--- config.mk ---
export PLATFORM = sky130hd
export DESIGN_NAME = seven_segment_mux_blink_driver
export DESIGN_NICKNAME = d
export VERILOG_FILES = /design/src/hdl/ssmbd_pkg.sv /design/src/hdl/seven_segment_mux_blink_driver.sv
export SDC_FILE = /design/constraint.sdc
export NUM_CORES = 1
export LEC_CHECK = 0
export BUFFER_PORTS_ARGS = -buffer_cell sky130_fd_sc_hd__buf_4
export CORE_MARGIN = 4
export CORE_UTILIZATION = 63
export DETAILED_ROUTE_END_ITERATION = 8
export PLACE_DENSITY = 0.87
export SETUP_SLACK_MARGIN = 0.5
export SYNTH_ARGS = -nofsm -noshare
export SYNTH_HDL_FRONTEND = slang
export SYNTH_SLANG_ARGS = --single-unit
--- constraint.sdc ---
create_clock -name clk_i -period 6 [get_ports clk_i]
set_input_delay 0.3 -clock clk_i [delete_from_list [all_inputs] [get_ports clk_i]]
set_output_delay 0.3 -clock clk_i [all_outputs]
set_load 0.05 [all_outputs]
--- src/hdl/ssmbd_pkg.sv ---
// ----------------------------------------------------------------------------
// ssmbd_pkg
// Types, codes and digit rendering helpers for the seven-segment mux driver.
// ----------------------------------------------------------------------------
package ssmbd_pkg;

  typedef enum logic [1:0] {
    OP_TICK  = 2'd0,
    OP_LOAD  = 2'd1,
    OP_FLASH = 2'd2,
    OP_HOLD  = 2'd3
  } op_e;

  typedef enum logic [1:0] {
    BLINK_NONE = 2'd0,
    BLINK_ALL  = 2'd1,
    BLINK_LOW  = 2'd2,
    BLINK_HIGH = 2'd3
  } blink_e;

  typedef enum logic [2:0] {
    CFG_BLINK_SELECT  = 3'd0,
    CFG_ZERO_SUPPRESS = 3'd1,
    CFG_BLINK_PERIOD  = 3'd2,
    CFG_BLANK_POINT   = 3'd3,
    CFG_COLON_TICKS   = 3'd4
  } cfg_e;

  localparam int unsigned CfgIdxW  = 3;
  localparam int unsigned CfgDataW = 16;
  localparam int unsigned NumDigits = 4;

  localparam logic [15:0] BlinkPeriodRst = 16'd1000;
  localparam logic [15:0] BlankPointRst  = 16'd500;
  localparam logic [7:0]  ColonTicksRst  = 8'd100;

  localparam logic [3:0] BcdMinus  = 4'd10;
  localparam logic [7:0] SegBlank  = 8'h00;
  localparam logic [7:0] ColonBit  = 8'h80;
  localparam logic [8:0] ColonHold = 9'h100;

  typedef struct packed {
    op_e        operation;
    logic [6:0] high_value;
    logic [6:0] low_value;
    logic       minus_sign;
  } in_item_t;

  typedef struct packed {
    logic [1:0] digit_select;
    logic [7:0] segments;
  } out_item_t;

  function automatic logic [7:0] seg_of(logic [3:0] code);
    logic [7:0] seg;
    case (code)
      4'd0:    seg = 8'h3F;
      4'd1:    seg = 8'h06;
      4'd2:    seg = 8'h5B;
      4'd3:    seg = 8'h4F;
      4'd4:    seg = 8'h66;
      4'd5:    seg = 8'h6D;
      4'd6:    seg = 8'h7D;
      4'd7:    seg = 8'h07;
      4'd8:    seg = 8'h7F;
      4'd9:    seg = 8'h6F;
      4'd10:   seg = 8'h40;
      4'd11:   seg = 8'h79;
      4'd12:   seg = 8'h76;
      4'd13:   seg = 8'h38;
      4'd14:   seg = 8'h73;
      default: seg = 8'h00;
    endcase
    return seg;
  endfunction

  // top digit goes dark on a zero tens digit when suppression is on
  function automatic logic [7:0] digit_glyph(logic [3:0] code, logic top, logic zs);
    logic [7:0] seg;
    if (top && zs && (code == 4'd0)) begin
      seg = SegBlank;
    end else begin
      seg = seg_of(code);
    end
    return seg;
  endfunction

  // shift-and-add-3 on a value saturated to 99, tens in [7:4], units in [3:0]
  function automatic logic [7:0] to_bcd(logic [6:0] v);
    logic [6:0] sat;
    logic [7:0] bcd;
    sat = (v > 7'd99) ? 7'd99 : v;
    bcd = 8'd0;
    for (int i = 6; i >= 0; i--) begin
      if (bcd[3:0] >= 4'd5) bcd[3:0] = bcd[3:0] + 4'd3;
      if (bcd[7:4] >= 4'd5) bcd[7:4] = bcd[7:4] + 4'd3;
      bcd = {bcd[6:0], sat[i]};
    end
    return bcd;
  endfunction

  function automatic logic [3:0] group_mask(blink_e sel);
    logic [3:0] m;
    case (sel)
      BLINK_ALL:  m = 4'b1111;
      BLINK_LOW:  m = 4'b0011;
      BLINK_HIGH: m = 4'b1100;
      default:    m = 4'b0000;
    endcase
    return m;
  endfunction

  function automatic logic [2:0] flag_mask(blink_e sel);
    logic [2:0] m;
    case (sel)
      BLINK_ALL:  m = 3'b001;
      BLINK_LOW:  m = 3'b010;
      BLINK_HIGH: m = 3'b100;
      default:    m = 3'b000;
    endcase
    return m;
  endfunction

endpackage

--- src/hdl/seven_segment_mux_blink_driver.sv ---
// ----------------------------------------------------------------------------
// seven_segment_mux_blink_driver
// Four-digit multiplexed seven-segment driver with blinking and a colon.
// ----------------------------------------------------------------------------
// Takes one item per clock. Every item updates the display state in the cycle
// it is accepted; a digit tick puts its digit and segments into the output
// register, visible the cycle after. The input stalls only while that register
// holds a result not yet taken. Loads, colon flash and colon hold give no
// output. The configuration port is always ready and is meant to be written
// while no item is in flight.
module seven_segment_mux_blink_driver
  import ssmbd_pkg::*;
(
  input  logic                clk_i,
  input  logic                rst_ni,
  input  logic                in_valid_i,
  output logic                in_ready_o,
  input  in_item_t            in_data_i,
  output logic                out_valid_o,
  input  logic                out_ready_i,
  output out_item_t           out_data_o,
  input  logic                cfg_valid_i,
  output logic                cfg_ready_o,
  input  logic [CfgIdxW-1:0]  cfg_index_i,
  input  logic [CfgDataW-1:0] cfg_data_i
);

  blink_e      blink_sel_q, blink_sel_d;
  logic        zero_sup_q, zero_sup_d;
  logic [15:0] period_q, period_d;
  logic [15:0] blank_pt_q, blank_pt_d;
  logic [7:0]  colon_ticks_q, colon_ticks_d;

  logic [1:0]  digit_position_q, digit_position_d;
  logic [3:0]  bcd_q [NumDigits];
  logic [3:0]  bcd_d [NumDigits];
  logic [7:0]  pat_q [NumDigits];
  logic [7:0]  pat_d [NumDigits];
  logic [15:0] blink_counter_q, blink_counter_d;
  logic [2:0]  flags_q, flags_d;
  logic [8:0]  colon_count_q, colon_count_d;

  logic        out_valid_q, out_valid_d;
  out_item_t   out_q, out_d;

  logic        in_accept;
  logic [16:0] cnt_inc;
  logic [7:0]  bcd_lo, bcd_hi;
  logic [3:0]  gmask, bmask;
  logic [7:0]  seg;

  assign in_ready_o  = !out_valid_q || out_ready_i;
  assign in_accept   = in_valid_i && in_ready_o;
  assign cfg_ready_o = 1'b1;
  assign out_valid_o = out_valid_q;
  assign out_data_o  = out_q;

  assign cnt_inc = {1'b0, blink_counter_q} + 17'd1;
  assign bcd_lo  = to_bcd(in_data_i.low_value);
  assign bcd_hi  = to_bcd(in_data_i.high_value);
  assign gmask   = group_mask(blink_sel_q);

  always_comb begin
    blink_sel_d      = blink_sel_q;
    zero_sup_d       = zero_sup_q;
    period_d         = period_q;
    blank_pt_d       = blank_pt_q;
    colon_ticks_d    = colon_ticks_q;
    digit_position_d = digit_position_q;
    bcd_d            = bcd_q;
    pat_d            = pat_q;
    blink_counter_d  = blink_counter_q;
    flags_d          = flags_q;
    colon_count_d    = colon_count_q;
    out_d            = out_q;
    out_valid_d      = out_valid_q && !out_ready_i;
    bmask            = 4'b0000;
    seg              = SegBlank;

    if (cfg_valid_i) begin
      unique case (cfg_index_i)
        CFG_BLINK_SELECT: begin
          blink_sel_d = blink_e'(cfg_data_i[1:0]);
          // selecting a mode brings back anything left dark
          if (flags_q != 3'b000) begin
            for (int i = 0; i < NumDigits; i++) begin
              pat_d[i] = digit_glyph(bcd_q[i], i == NumDigits - 1, zero_sup_q);
            end
            flags_d = 3'b000;
          end
        end
        CFG_ZERO_SUPPRESS: zero_sup_d    = cfg_data_i[0];
        CFG_BLINK_PERIOD:  period_d      = cfg_data_i;
        CFG_BLANK_POINT:   blank_pt_d    = cfg_data_i;
        CFG_COLON_TICKS:   colon_ticks_d = cfg_data_i[7:0];
        default: ;
      endcase
    end

    if (in_accept) begin
      case (in_data_i.operation)
        OP_LOAD: begin
          bcd_d[0] = bcd_lo[3:0];
          bcd_d[1] = bcd_lo[7:4];
          bcd_d[2] = bcd_hi[3:0];
          bcd_d[3] = in_data_i.minus_sign ? BcdMinus : bcd_hi[7:4];
          bmask = (flags_q[0] ? 4'b1111 : 4'b0000) | (flags_q[1] ? 4'b0011 : 4'b0000)
                | (flags_q[2] ? 4'b1100 : 4'b0000);
          for (int i = 0; i < NumDigits; i++) begin
            pat_d[i] = bmask[i] ? SegBlank
                                : digit_glyph(bcd_d[i], i == NumDigits - 1, zero_sup_q);
          end
        end
        OP_FLASH: colon_count_d = {1'b0, colon_ticks_q};
        OP_HOLD:  colon_count_d = ColonHold;
        default: begin
          digit_position_d = digit_position_q + 2'd1;
          blink_counter_d  = cnt_inc[15:0];
          // wrap shows the selected group, then the blank point may hide it again
          if (cnt_inc >= {1'b0, period_q}) begin
            blink_counter_d = 16'd0;
            for (int i = 0; i < NumDigits; i++) begin
              if (gmask[i]) pat_d[i] = digit_glyph(bcd_q[i], i == NumDigits - 1, zero_sup_q);
            end
            flags_d = flags_d & ~flag_mask(blink_sel_q);
          end
          if (blink_counter_d == blank_pt_q) begin
            for (int i = 0; i < NumDigits; i++) begin
              if (gmask[i]) pat_d[i] = SegBlank;
            end
            flags_d = flags_d | flag_mask(blink_sel_q);
          end
          seg = pat_d[digit_position_d];
          if (colon_count_q != 9'd0) begin
            seg = seg | ColonBit;
            if (!colon_count_q[8]) colon_count_d = colon_count_q - 9'd1;
          end
          out_d.digit_select = digit_position_d;
          out_d.segments     = seg;
          out_valid_d        = 1'b1;
        end
      endcase
    end
  end

  always_ff @(posedge clk_i or negedge rst_ni) begin
    if (!rst_ni) begin
      blink_sel_q      <= BLINK_NONE;
      zero_sup_q       <= 1'b0;
      period_q         <= BlinkPeriodRst;
      blank_pt_q       <= BlankPointRst;
      colon_ticks_q    <= ColonTicksRst;
      digit_position_q <= 2'd0;
      blink_counter_q  <= 16'd0;
      flags_q          <= 3'b000;
      colon_count_q    <= 9'd0;
      out_valid_q      <= 1'b0;
      for (int i = 0; i < NumDigits; i++) begin
        bcd_q[i] <= 4'd0;
        pat_q[i] <= SegBlank;
      end
    end else begin
      blink_sel_q      <= blink_sel_d;
      zero_sup_q       <= zero_sup_d;
      period_q         <= period_d;
      blank_pt_q       <= blank_pt_d;
      colon_ticks_q    <= colon_ticks_d;
      digit_position_q <= digit_position_d;
      blink_counter_q  <= blink_counter_d;
      flags_q          <= flags_d;
      colon_count_q    <= colon_count_d;
      out_valid_q      <= out_valid_d;
      bcd_q            <= bcd_d;
      pat_q            <= pat_d;
    end
  end

  always_ff @(posedge clk_i) begin
    out_q <= out_d;
  end

`ifndef ASSERT_OFF
  a_tick_advances: assert property (@(posedge clk_i) disable iff (!rst_ni)
    (in_accept && in_data_i.operation == OP_TICK)
      |=> (digit_position_q == $past(digit_position_q) + 2'd1))
    else $error("digit position did not advance on a tick");

  a_tick_output: assert property (@(posedge clk_i) disable iff (!rst_ni)
    (in_accept && in_data_i.operation == OP_TICK)
      |=> (out_valid_o && out_data_o.digit_select == digit_position_q))
    else $error("tick result missing or on the wrong digit");

  a_hold_sticks: assert property (@(posedge clk_i) disable iff (!rst_ni)
    (colon_count_q[8] && !(in_accept && in_data_i.operation == OP_FLASH))
      |=> colon_count_q[8])
    else $error("colon hold dropped without a flash");
`endif

endmodule

Word level (Yosys, flattened, before mapping)

Memories as Yosys holds them, arrays and structs flattened.
Cells that the tools add are included.

Add/sub/neg operators: 13
Order comparisons: 14
Equal/unequal tests: 12
Multiplexer cells: 68
Bitwise operators: 8
Reduce and logical (&&, ||, !) cells: 24

Operators with widths:

| kind                                                 | count |
|---|---|
| two-way mux 32 bit                                   | 8 |
| two-way mux 8 bit                                    | 17 |
| case mux 32 bit (2 select lines)                     | 1 |
| two-way mux 3 bit                                    | 17 |
| two-way mux 16 bit                                   | 3 |
| two-way mux 4 bit                                    | 11 |
| case mux 9 bit (3 select lines)                      | 1 |
| adder 4 x 2 -> 4 bit (second input constant)         | 6 |
| >= comparator 4 x 3 -> 1 bit (second input constant) | 6 |
| two-way mux 9 bit                                    | 2 |
| adder 16 x 1 -> 17 bit (second input constant)       | 1 |
| >= comparator 17 x 16 -> 1 bit                       | 1 |
| binary-select mux 8 bit (select 2 bit)               | 1 |
| equality test 16 bit                                 | 1 |
| >= comparator 3 bit (second input constant)          | 5 |
| > comparator 7 bit (second input constant)           | 2 |
| two-way mux 7 bit                                    | 2 |
| AND reduction 2 bit                                  | 7 |
| case mux 4 bit (3 select lines)                      | 1 |
| case mux 3 bit (3 select lines)                      | 1 |
| nonzero test 9 bit                                   | 1 |
| subtractor 9 x 1 -> 9 bit (second input constant)    | 1 |
| adder 3 x 2 -> 4 bit (second input constant)         | 2 |
| equality test 2 bit (second input constant)          | 4 |
| other kinds (26)                                     | 37 |

Flip-flop bits (word level): 132
ROM bits: 1344
Memories: 12

Memories:

| name             | words | bits a word | read ports | clocked after memory_dff | wr ports | line            | RTL |
|---|---|---|---|---|---|---|---|
| (name not given) | 16    | 7           | 1          | 0                        | 0        | ssmbd_pkg.sv:56 | `case (code)` |
| (name not given) | 16    | 7           | 1          | 0                        | 0        | ssmbd_pkg.sv:56 |  |
| (name not given) | 16    | 7           | 1          | 0                        | 0        | ssmbd_pkg.sv:56 |  |
| (name not given) | 16    | 7           | 1          | 0                        | 0        | ssmbd_pkg.sv:56 |  |
| (name not given) | 16    | 7           | 1          | 0                        | 0        | ssmbd_pkg.sv:56 |  |
| (name not given) | 16    | 7           | 1          | 0                        | 0        | ssmbd_pkg.sv:56 |  |
| +6 memories      | -     | -           | -          | -                        | -        | -               |  |

Longest topological paths before layout

Word-level depth: 17
Depth in mapped cells: 30
Depth with buffers taken out: 28

Worst setup path before layout

Ideal clock, no wire load.

Path kind: input port to flip-flop
Start point: in in_data_i[6] (netlist name)
End point: reg pat_q[30] (netlist name)
Arrival: 5.785 ns
Required time: 5.936 ns
Slack: 0.151 ns
Stages: 29
Path through: buf_2 -> nand2_1 -> nand2_1 -> inv_1 -> ha_1 -> nor2b_1 -> o31ai_1 -> ha_1 -> nand2b_1 -> o211ai_1 -> and3_1 -> or2_1 -> ha_1 -> nand2b_1 -> a21bo_2 -> a211oi_1 -> inv_1 -> ha_1 -> nor2b_1 -> or4_1 -> o211a_1 -> buf_2 -> xnor2_1 -> inv_1 -> ha_1 -> o21a_1 -> a221o_1 -> a21oi_1 -> a211o_1

RTL lines:

| what                           | line                                  | RTL |
|---|---|---|
| start: declaration             | seven_segment_mux_blink_driver.sv:18  | `input in_item_t in_data_i,` |
| end signal: indexed assignment | seven_segment_mux_blink_driver.sv:160 | `pat_q[i] <= SegBlank;` |
| end signal: assignment         | seven_segment_mux_blink_driver.sv:174 | `pat_q <= pat_d;` |
| end: declaration               | seven_segment_mux_blink_driver.sv:37  | `logic [7:0] pat_q [NumDigits];` |

==> PnR_summary.wiki <==
{| class="wikitable"
! Metric !! Value
|-
| Count of H-tree levels built during CTS || 4
|-
| Most used flip-flop cell after synthesis || sky130_fd_sc_hd__dfrtp_1
|-
| Worst Tran Pin Value || 1180 ps
|-
| Initial Util || 0.641
|-
| Most common cell in the netlist || sky130_fd_sc_hd__nand2_1
|-
| Antenna fix cells || 0
|-
| Final worst hold slack || 71.3 ps
|-
| First drt pass iteration count || 6
|-
| Shortest clock period the worst path allows after layout || 5260 ps
|-
| Number of pins exceeding their max-slew limit in the final report || 0
|-
| Area of all placed cells without fillers || 12300 um2
|-
| Total DRC errors in the routed layout || 0
|-
| Number of buffers created by CTS || 17
|-
| Worst-case headroom to the max-slew limit || 0.213
|-
| Arrival time reported for the critical path endpoint || 5570 ps
|-
| MaxCap Viol Count || 0
|-
| Total die area || 19800 um2
|-
| Number of unique standard cell types used by synthesis || 92
|-
| Startpoint type of the worst setup path || register
|-
| Data required time of the critical path || 6310 ps
|-
| Portion of the post-synthesis area used by sequential elements || 0.304
|-
| Mapped Cells || 1363
|-
| Longest Clk Path Bufs || 2
|-
| Top cells by count, synth || sky130_fd_sc_hd__nand2_1, sky130_fd_sc_hd__nor2_1, sky130_fd_sc_hd__dfrtp_1
|-
| Post-synth top area share || 0.241
|-
| Total congestion overflow after global routing || 0
|-
| Nets in the synthesized netlist || 1489
|-
| Number of filler cells placed in the layout || 1331
|-
| Setup Viol. Count Final || 0
|-
| Avg Inst Size Synth || 8.14 um2
|-
| Global placer's final weighted congestion || 0.961
|-
| LEAKAGE || 5.49 nW
|-
| Num ports || 54
|-
| Setup repair after global routing missed its margin || false
|-
| Uppermost layer routed || met4
|-
| Setup Skew || 8.63 ps
|-
| Share of synthesized registers carrying an async set or reset || 0.924
|-
| Critical-path maximum fanout || 10
|-
| Number of synthesized flops with an enable pin || 10
|-
| Endpoint kind of the worst setup timing path || register
|-
| Largest area contributor in the netlist || sky130_fd_sc_hd__dfrtp_1
|-
| Wire length of the first global-routing pass || 47500 um
|-
| Number of nets with antenna violations after detailed routing || 0
|-
| Cells after DPL || 1584
|-
| Non-filler instance count after layout || 1627
|-
| DPL Wire Length || 20700 um
|-
| Core Region || 17300 um2
|-
| Ratio of final minimum period to clock period || 0.877
|-
| CP Class || register to register
|-
| Clock slew seen by the registers of the worst setup and hold paths || 60 ps
|-
| Buffer cell driving the clock tree root || sky130_fd_sc_hd__clkbuf_16
|-
| Number of antenna violations at the first check in global routing || 0
|-
| Type of the worst min-delay path || input pin to register
|-
| Share of final-layout standard cells stronger than drive strength 1 || 0.146
|-
| DP Area || 11600 um2
|-
| Number of nets at the end of the flow || 1515
|-
| Total length of routed wires || 28900 um
|-
| Aggregate negative setup slack || 0 ps
|-
| Top post-synthesis cells by area || sky130_fd_sc_hd__dfrtp_1, sky130_fd_sc_hd__ha_1, sky130_fd_sc_hd__nand2_1
|-
| Total routing usage reported by global routing || 0.288
|-
| Placement row count || 48
|-
| Wirelength per Cell || 17.8 um
|-
| Final number of hold-violating endpoints || 0
|-
| Clk Latency, worst-skew pair || 440 ps
|-
| Via-per-instance ratio || 6.50
|-
| Peak clock frequency supported by timing || 190 MHz
|-
| Detailed-route via count || 10600
|-
| Maximum number of pins on one net before global-route repair || 75
|-
| Power density normalized to cell area || 362 nW/um2
|-
| Number of global-route vias before repair || 9861
|-
| Chip Width || 141 um
|-
| Post-layout util || 0.712
|-
| Vertical extent of the die || 141 um
|-
| Count of input and output buffers || 52
|-
| Sinks on Clock Net || 132
|-
| Register bit total from synthesis || 132
|-
| Result of the run || finished clean
|-
| Count of warnings emitted by yosys || 0
|-
| Metal2 WL || 13600 um
|-
| Met3 WL || 2050 um
|-
| Synth-to-layout area growth || 11.0%
|-
| Worst-case vdd ir drop || 0.000240 V
|-
| Post-synth design cell area || 11100 um2
|-
| Iteration-0 DRC count of the detailed router || 1213
|-
| Clock tree from TritonCTS || yes
|-
| Met1 Routed Length || 12300 um
|}
## worst max-delay path: stages (launching register included)
cell	delay [ps]
sky130_fd_sc_hd__dfrtp_1	560
sky130_fd_sc_hd__ha_1	350
sky130_fd_sc_hd__nand4_1	290
sky130_fd_sc_hd__nor4_4	440
sky130_fd_sc_hd__xnor2_1	190
sky130_fd_sc_hd__inv_1	80
sky130_fd_sc_hd__ha_1	310
sky130_fd_sc_hd__nand4_1	140
sky130_fd_sc_hd__nor4_2	440
sky130_fd_sc_hd__a211o_1	330
sky130_fd_sc_hd__nor2_1	120
sky130_fd_sc_hd__nand2_1	270
sky130_fd_sc_hd__o2111ai_1	290
sky130_fd_sc_hd__a21oi_2	330
sky130_fd_sc_hd__a31oi_1	240
sky130_fd_sc_hd__a22o_1	370
sky130_fd_sc_hd__a221o_1	380
## report_power, final
| part | internal (mW) | switching, mW | total, mW | leakage [nW] |
|---|---|---|---|---|
| clock network | 0.604 | 0.436 | 1.04 | 0.283 |
| logic | 0.810 | 1.18 | 1.99 | 3.61 |
| registers | 1.15 | 0.276 | 1.42 | 1.60 |
## metal layers
metal	up-vias	track usage
li1	4963	-
met1	4985	0.379
met2	524	0.470
met3	100	0.0512
met4	0	0.119
met5	-	0
## final timing paths
kind	from	end	slack, ps	depth (start not counted)
hold / removal	cfg_data_i[12]	period_q[12]$_DFFE_PN0P_	70	3
setup / recovery	blink_counter_q[0]$_DFFE_PN0P_	pat_q[10]$_DFF_PN0_	740	16
setup reg to reg	blink_counter_q[0]$_DFFE_PN0P_	pat_q[10]$_DFF_PN0_	740	16
min in group asynchronous	rst_ni	colon_count_q[0]$_DFFE_PN0P_	410	2
hold reg to reg	pat_q[31]$_DFF_PN0_	pat_q[31]$_DFF_PN0_	500	1
max in group asynchronous	rst_ni	pat_q[31]$_DFF_PN0_	4180	3
## stage by stage
step / power, mW / setup slack, ps
6_report: 4.45 / 740
5_1_grt: 4.74 / 454
4_1_cts: 4.35 / 562
3_5_place_dp: 3.30 / 13.1
3_3_place_gp: 3.22 / 263
2_1_floorplan: 2.83 / 522
## state kept, by name (all words and copies together), names as in the netlist
signal and cells:
bcd_q 16, blank_pt_q 16, blink_counter_q 16, blink_sel_q 2, colon_count_q 9, colon_ticks_q 8
digit_position_q 2, flags_q 3, out_data_o 10, out_valid_o 1, pat_q 32, period_q 16
zero_sup_q 1
## cells in the final DEF, fill, tap and decap left out, drive strengths merged, types with 7 or more instances in the layout
master,instances
a211oi,23
mux2i,43
edfxtp,10
and2,9
o211ai,22
dfrtp,107
nor3,26
ha,85
a31oi,18
a221o,8
or2,8
buf,74
nand2b,16
nand4,13
a21o,9
nand2,181
clkbuf,18
nand3,28
nand3b,7
a22oi,7
o22ai,9
nor2,112
a211o,12
a21oi,105
dfstp,15
mux2,35
inv,106
or4,7
xnor2,12
o31ai,18
a21boi,8
nor4,16
or3,8
nor2b,17
o21ai,109
o21a,9
## cell type report
cell class	count	area, um2	area share
clock buffers	18	450	0.0366
clock inverters	14	135	0.0110
inverters	99	372	0.0302
multi-input cells	1064	7130	0.579
flip-flops and latches	132	3370	0.274
well taps	225	282	0.0229
repair buffers	75	566	0.0459
## logic make-up after synthesis
kind of cell | synth area share
AO/OA/AOI/OAI | 0.243
XOR/XNOR | 0.0149
adder cells (fa/ha/maj) | 0.0959
buffers and inverters | 0.0601
flip-flops | 0.304
multiplexers | 0.0775
other | 0.000338
AND/OR/NAND/NOR | 0.205
## what timing repair did
item | 4_1_cts | 5_1_grt
endpoints found under the setup margin | 2 | 35
endpoints found under the hold margin | 33 | 0
hold buffers | 1 | 0
cloned | 0 | 0
setup buffers | 0 | 10
resized for setup | 1 | 12
pin swaps | 0 | 9
Note: power is estimated with default switching activity, not from simulation.
